**config.mk**
```make
export PLATFORM = sky130hd
export DESIGN_NAME = button_debounce_autorepeat_unit
export DESIGN_NICKNAME = d
export VERILOG_FILES = /design/src/sv/bdar_pkg.sv /design/src/sv/button_debounce_autorepeat_unit.sv
export SDC_FILE = /design/constraint.sdc
export NUM_CORES = 1
export LEC_CHECK = 0
export BUFFER_PORTS_ARGS = -buffer_cell sky130_fd_sc_hd__buf_2
export CELL_PAD_IN_SITES_DETAIL_PLACEMENT = 1
export CELL_PAD_IN_SITES_GLOBAL_PLACEMENT = 1
export CORE_UTILIZATION = 45
export DETAILED_ROUTE_END_ITERATION = 10
export GPL_TIMING_DRIVEN = 0
export PLACE_DENSITY = 0.89
export SYNTH_ARGS = -nofsm -noshare
export SYNTH_HDL_FRONTEND = slang
export SYNTH_SLANG_ARGS = --single-unit
```
**constraint.sdc**
```tcl
create_clock -name clk -period 8.4 [get_ports clk]
set_clock_uncertainty 0.15 [all_clocks]
set_input_delay 0.42 -clock clk [delete_from_list [all_inputs] [get_ports clk]]
set_output_delay 0.42 -clock clk [all_outputs]
set_load 0.02 [all_outputs]
```
**src/sv/bdar_pkg.sv**
```systemverilog
package bdar_pkg;

  localparam int TIME_BITS_DEF  = 32;
  localparam int COUNT_BITS_DEF = 16;

  localparam int NOW_W    = 32;
  localparam int HOLD_W   = 16;
  localparam int DEB_W    = 16;
  localparam int IPER_W   = 15;
  localparam int PERIOD_W = 16;
  localparam int CFG_DW   = 32;
  localparam int CFG_AW   = 3;

  localparam int unsigned TICK_MS     = 10;
  localparam int unsigned THRESH_FAST = 750;
  localparam int unsigned THRESH_MID  = 500;
  localparam int unsigned THRESH_SLOW = 200;
  localparam int unsigned PERIOD_FAST = 1;
  localparam int unsigned PERIOD_MID  = 10;
  localparam int unsigned PERIOD_SLOW = 30;

  localparam logic [DEB_W-1:0]  DEBOUNCE_RESET = 16'd70;
  localparam logic [IPER_W-1:0] PERIOD_RESET   = 15'd100;

  typedef enum logic {
    REG_DEBOUNCE = 1'b0,
    REG_PERIOD   = 1'b1
  } reg_idx_t;

  // a zero period counts as one
  function automatic logic [PERIOD_W-1:0] start_period(input logic [IPER_W-1:0] init);
    logic [PERIOD_W-1:0] p;
    p = PERIOD_W'(init);
    if (init == '0) begin
      p = PERIOD_W'(1);
    end
    return p;
  endfunction

endpackage

```
**src/sv/button_debounce_autorepeat_unit.sv**
```systemverilog
// path (2-deep): an accepted item goes into the input register, then its state update goes
//   into the result register
// throughput: one item per cycle; while a result waits the input register takes one more item,
//   then in_ready stays low until the result is taken
// reset (rst_n low, synchronous): button released, counters at -1, debounce 70 ms,
//   repeat period 100, input register and result register emptied
module button_debounce_autorepeat_unit #(
  parameter int TIME_BITS  = bdar_pkg::TIME_BITS_DEF,
  parameter int COUNT_BITS = bdar_pkg::COUNT_BITS_DEF
) (
  input  logic                          clk,
  input  logic                          rst_n,

  input  logic                          in_valid,
  output logic                          in_ready,
  input  logic                          in_pin_active,
  input  logic [bdar_pkg::NOW_W-1:0]    in_now_ms,

  output logic                          out_valid,
  input  logic                          out_ready,
  output logic                          out_event_res,
  output logic                          out_held,
  output logic signed [bdar_pkg::HOLD_W-1:0] out_hold_count,

  input  logic                          cfg_psel,
  input  logic                          cfg_penable,
  input  logic                          cfg_pwrite,
  input  logic [bdar_pkg::CFG_AW-1:0]   cfg_paddr,
  input  logic [bdar_pkg::CFG_DW-1:0]   cfg_pwdata,
  output logic [bdar_pkg::CFG_DW-1:0]   cfg_prdata,
  output logic                          cfg_pready
);
  import bdar_pkg::*;

  localparam int CMP_W = (COUNT_BITS > PERIOD_W) ? COUNT_BITS : PERIOD_W;
  localparam logic signed [COUNT_BITS-1:0] CNT_MAX  = {1'b0, {(COUNT_BITS-1){1'b1}}};
  localparam logic signed [COUNT_BITS-1:0] CNT_IDLE = '1;

  // configuration
  logic [DEB_W-1:0]  debounce_ms_r;
  logic [IPER_W-1:0] init_period_r;
  reg_idx_t          cfg_idx;
  logic              cfg_wr;

  assign cfg_pready = 1'b1;
  assign cfg_idx    = reg_idx_t'(cfg_paddr[2]);
  assign cfg_wr     = cfg_psel && cfg_penable && cfg_pwrite && cfg_pready;

  always_comb begin
    case (cfg_idx)
      REG_DEBOUNCE: cfg_prdata = CFG_DW'(debounce_ms_r);
      REG_PERIOD:   cfg_prdata = CFG_DW'(init_period_r);
      default:      cfg_prdata = '0;
    endcase
  end

  always_ff @(posedge clk) begin
    if (!rst_n) begin
      debounce_ms_r <= DEBOUNCE_RESET;
      init_period_r <= PERIOD_RESET;
    end else if (cfg_wr) begin
      case (cfg_idx)
        REG_DEBOUNCE: debounce_ms_r <= cfg_pwdata[DEB_W-1:0];
        REG_PERIOD:   init_period_r <= cfg_pwdata[IPER_W-1:0];
        default: ;
      endcase
    end
  end

  // input register
  logic                 s1_vld_r;
  logic                 s1_active_r;
  logic [TIME_BITS-1:0] s1_now_r;
  logic                 s1_fire;

  assign s1_fire  = s1_vld_r && (!out_valid || out_ready);
  assign in_ready = !s1_vld_r || s1_fire;

  always_ff @(posedge clk) begin
    if (!rst_n) begin
      s1_vld_r <= 1'b0;
    end else if (in_ready) begin
      s1_vld_r <= in_valid;
    end
    if (in_valid && in_ready) begin
      s1_active_r <= in_pin_active;
      s1_now_r    <= TIME_BITS'(in_now_ms);
    end
  end

  // button state
  logic                         held_r, held_nxt;
  logic [TIME_BITS-1:0]         last_active_r, last_active_nxt;
  logic [TIME_BITS-1:0]         last_tick_r, last_tick_nxt;
  logic signed [COUNT_BITS-1:0] hold_r, hold_nxt;
  logic signed [COUNT_BITS-1:0] rep_r, rep_nxt;
  logic [PERIOD_W-1:0]          period_r, period_nxt;
  logic                         event_nxt;

  logic [TIME_BITS-1:0]         tick_diff, idle_diff;
  logic signed [COUNT_BITS-1:0] hold_inc, rep_inc;
  logic                         tick, rep_due;

  assign tick_diff = s1_now_r - last_tick_r;
  assign idle_diff = s1_now_r - last_active_r;
  assign tick      = tick_diff > TIME_BITS'(TICK_MS);

  always_comb begin
    hold_inc = hold_r;
    rep_inc  = rep_r;
    if (tick) begin
      if (hold_r < CNT_MAX) hold_inc = hold_r + COUNT_BITS'(1);
      if (rep_r < CNT_MAX)  rep_inc  = rep_r + COUNT_BITS'(1);
    end
  end

  assign rep_due = !rep_inc[COUNT_BITS-1] &&
                   (CMP_W'($unsigned(rep_inc)) >= CMP_W'(period_r));

  always_comb begin
    held_nxt        = held_r;
    last_active_nxt = last_active_r;
    last_tick_nxt   = last_tick_r;
    hold_nxt        = hold_r;
    rep_nxt         = rep_r;
    period_nxt      = period_r;
    event_nxt       = 1'b0;
    if (s1_active_r) begin
      held_nxt        = 1'b1;
      last_active_nxt = s1_now_r;
      hold_nxt        = hold_inc;
      rep_nxt         = rep_inc;
      if (tick) last_tick_nxt = s1_now_r;
      if (rep_due) begin
        event_nxt = 1'b1;
        rep_nxt   = '0;
      end
      // acceleration steps by hold count, signed so an idle count of -1 stays below
      if (hold_inc > $signed(COUNT_BITS'(THRESH_FAST))) begin
        period_nxt = PERIOD_W'(PERIOD_FAST);
      end else if (hold_inc > $signed(COUNT_BITS'(THRESH_MID))) begin
        period_nxt = PERIOD_W'(PERIOD_MID);
      end else if (hold_inc > $signed(COUNT_BITS'(THRESH_SLOW))) begin
        period_nxt = PERIOD_W'(PERIOD_SLOW);
      end
    end else if (held_r && (idle_diff > TIME_BITS'(debounce_ms_r))) begin
      event_nxt  = 1'b1;
      held_nxt   = 1'b0;
      period_nxt = start_period(init_period_r);
      hold_nxt   = CNT_IDLE;
      rep_nxt    = CNT_IDLE;
    end
  end

  // result register
  logic                     out_valid_r;
  logic                     out_event_r;
  logic                     out_held_r;
  logic signed [HOLD_W-1:0] out_hold_r;

  always_ff @(posedge clk) begin
    if (!rst_n) begin
      held_r        <= 1'b0;
      last_active_r <= '0;
      last_tick_r   <= '0;
      hold_r        <= CNT_IDLE;
      rep_r         <= CNT_IDLE;
      period_r      <= start_period(PERIOD_RESET);
      out_valid_r   <= 1'b0;
    end else begin
      if (s1_fire) begin
        held_r        <= held_nxt;
        last_active_r <= last_active_nxt;
        last_tick_r   <= last_tick_nxt;
        hold_r        <= hold_nxt;
        rep_r         <= rep_nxt;
        period_r      <= period_nxt;
        out_valid_r   <= 1'b1;
      end else if (out_ready) begin
        out_valid_r   <= 1'b0;
      end
    end
    if (s1_fire) begin
      out_event_r <= event_nxt;
      out_held_r  <= held_nxt;
      out_hold_r  <= HOLD_W'(hold_nxt);
    end
  end

  assign out_valid      = out_valid_r;
  assign out_event_res  = out_event_r;
  assign out_held       = out_held_r;
  assign out_hold_count = out_hold_r;

  // a released button keeps both counters idle
  a_idle_counters: assert property (@(posedge clk) disable iff (!rst_n)
    !held_r |-> (hold_r == CNT_IDLE) && (rep_r == CNT_IDLE))
    else $error("counters not idle while released");

  a_period_nonzero: assert property (@(posedge clk) disable iff (!rst_n)
    period_r != '0)
    else $error("repeat period is zero");

  a_out_idle_count: assert property (@(posedge clk) disable iff (!rst_n)
    out_valid_r && !out_held_r |-> out_hold_r == '1)
    else $error("released result with nonidle hold count");

  a_stall_keeps_item: assert property (@(posedge clk) disable iff (!rst_n)
    s1_vld_r && out_valid_r && !out_ready |=> s1_vld_r && $stable(s1_now_r))
    else $error("pending item lost during output stall");

  a_state_only_on_fire: assert property (@(posedge clk) disable iff (!rst_n)
    !s1_fire |=> $stable(hold_r) && $stable(held_r) && $stable(period_r))
    else $error("button state changed without an item");

endmodule
```
==> impl_results.md <==
- Hold Path Stages: 3
- Fraction of layout cells with a size suffix above 1: 11.43%
- Gr usage total: 31.36%
- H-Tree Depth: 4
- Cell area after layout: 15,340 um2
- RSZ-0062 raised after global routing: false
- DP Wirelength: 35.10 mm
- Vias per cell: 6.097
- Top cell type's share of synthesized area: 21.56%
- Setup TNS: 0 ns
- Worst setup path category: register to register
- Syn avg cell area: 7.823 um2
- Pwr Density: 176.4 nW/um2
- Initial antenna violation count: 1
- Fill count: 3,648
- Placed Instance Area: 14,460 um2
- Worst-path fanout max: 10
- Max_slew headroom: 4.638%
- Crit-path most repeated cell: a21oi_1
- Synth unique cells: 93
- I/O pin total: 128
- Warnings, synthesis: 0
- Crit path launch: s1_now_r[8]
- Register area share after synthesis: 32.94%
- Post-synth EDFFs: 51
- Fin. Hold Viols: 0
- Worst Max-Slew Pin Slew: 1.417 ns
- Top FF cell, synth: dfxtp_1
- Max cap viols: 0
- Worst min path class: primary input to register
- Final setup viols: 0
- Max Slew Vio Count: 0
- Clock sinks: 196
- DR WL/cell: 21.05 um
- WP data arrival: 8.00 ns
- CTS buffer count: 17
- Largest net degree at the start of global routing: 34
- Ant diodes: 0
- Detailed Route Iter0 Violations: 987
- Sequential Area: 4434 um2
- Final net count: 2,049
- Hold Startpoint: in_valid
- Synth async-reset ratio: 0%
- Synth-to-Final Area Change: 13.92%
- Initial Utilization: 46.28%
- Final Wtd Congestion: 0.9737
- Placed cell count: 2,211
- Min Tclk post-route: 7.945 ns
- Status: finished, final reports clean
- Total die area: 30,610 um2
- Highest clock rate: 0.1259 GHz
- CTS Buffer Depth: 2
- Via count: 13,870
- Min setup slack post-route: 0.4553 ns
- Most area-hungry cell type in the Yosys netlist: dfxtp_1
- Post-CTS setup buffers: 0
- Top post-synthesis cells by area: dfxtp_1, edfxtp_1, ha_1, nand2_1, a21oi_1
- Reg clk slew, reported paths: 0.08 ns
- Multi-input gate area: 8044 um2
- Most common cell after layout, fill and taps aside: nand2_1
- Max VDD drop: 0.0002163 V
- Crit path largest cell delay: 1.16 ns
- Worst-path cell with the longest stage delay: nor4_1
- Reg2reg end: out_event_res
- Setup Slack @ Placement: 0.1850 ns
- Port-buffer cells: 91
- Std cell rows: 62
- CP Capture Type: register
- Pre-antenna DRT Iters: 5
- Vias in the first global route: 14,300
- First-pass GRT wire length: 75.39 mm
- Skew-Pair Late Insertion Delay: 0.47 ns
- Total Wirelength: 47.88 mm
- Synth Instances: 1,721
- Syn Std Cell Area: 13,460 um2
- Clk root buf: clkbuf_16
- R2R cell count: 25
- Crit path launch type: register
- GRT overflow: 0
- Die width: 175.0 um
- ANT nets after route: 0
- Leakage: 6.044 nW
- Synth Register Bits: 196
- Final worst path period share: 94.58%
- CTS tree: yes
- Core Region: 29,090 um2
- CP required: 8.46 ns
- Most frequent cells in the layout: nand2_1, a21oi_1, dfxtp_1
- Die Y: 175.0 um
- Reg2reg start: s1_now_r[8]
- Flop-to-flop setup slack: 0.46 ns
- Final Instance Count excl. Fillers: 2,274
- DRC: 0
- Worst Hold End: s1_vld_r
timing repair:
| action | in CTS | in global routing |
|---|---|---|
| hold buffers | 29 | 1 |
| setup endpoints to repair | 0 | 10 |
| endpoints found under the hold margin | 29 | 1 |
| gates resized for setup | 0 | 2 |
area by class of cell:
type | instances | area share [%]
well taps | 384 | 3.133
flip-flops and latches | 196 | 28.91
plain buffers | 97 | 3.948
inverters | 120 | 2.937
multi-input cells | 1323 | 52.45
clock inverters | 13 | 0.7587
repair buffers | 122 | 4.976
clock buffers | 19 | 2.888
synth_stat cells, types with 19 or more instances:
library cell / count
nand2_1: 309
a21oi_1: 216
dfxtp_1: 145
inv_1: 119
nor2_1: 101
ha_1: 95
o21ai_0: 95
clkbuf_1: 51
edfxtp_1: 51
nand3_1: 43
a21o_1: 37
xnor2_1: 33
nand4_1: 29
nor3_1: 25
o211ai_1: 21
and3_1: 19
o21a_1: 19
routing by layer:
metal,routed length [um],global-route usage (%),up-vias
met2,24000,55.75,466
met1,19450,36.58,6854
met4,2057,15.69,0
met3,2376,4.591,139
li1,-,-,6406
met5,0,0,-
worst max path at each step:
stage,slack (ns),end
final,0.46,out_event_res
after global routing,0.09,rep_r[5]
after CTS,0.17,out_event_res
after detailed placement,0.19,out_event_res
after global placement,0.36,out_event_res
after floorplan,2.20,out_event_res
registers in the layout (all words and copies together) (netlist names):
name            cells
out_held            1
last_tick_r        32
debounce_ms_r      16
s1_now_r           32
s1_active_r         1
period_r           15
last_active_r      32
s1_vld_r            1
held_r              1
out_valid           1
out_event_res       1
out_hold_count     16
rep_r              16
init_period_r      15
hold_r             16
worst max-delay path: cells and delay by family, from the launching register on:
family	cells	cell delay, ns
flip-flops	1	0.49
multiplexers	1	0.35
AO/OA/AOI/OAI	16	3.42
AND/OR/NAND/NOR	3	1.68
adder cells (fa/ha/maj)	2	0.77
buffers and inverters	2	0.66
XOR/XNOR	1	0.16
through the flow:
stage | power (mW) | hold WS [ns] | util, %
after floorplan | 1.639 | 0.2863 | -
after global placement | 1.828 | 0.2914 | 49.69
after detailed placement | 1.872 | 0.2984 | 49.69
after CTS | 2.684 | 0.0003177 | 52.62
after global routing | 2.825 | 0.009160 | 52.72
final | 2.705 | 0.01814 | 52.72
kinds of logic (layout without fill, tap and decap cells):
group / Yosys count / in the layout / share of synthesized area, %
simple gates: 619 / 619 / 20.96
fa+ha+maj: 97 / 97 / 9.126
compound gates: 524 / 524 / 24.56
mux: 17 / 17 / 1.338
buf+inv: 217 / 371 / 7.834
xor+xnor: 49 / 49 / 3.188
flops: 196 / 196 / 32.94
other cells: 2 / 17 / 0.05578
where the power goes:
| group | internal (mW) | switching (mW) |
|---|---|---|
| Combinational | 0.317 | 0.517 |
| Clock | 0.398 | 0.412 |
| Sequential | 1.02 | 0.0442 |
| Total | 1.73 | 0.973 |
No activity file was read; power rests on OpenSTA's default activity.
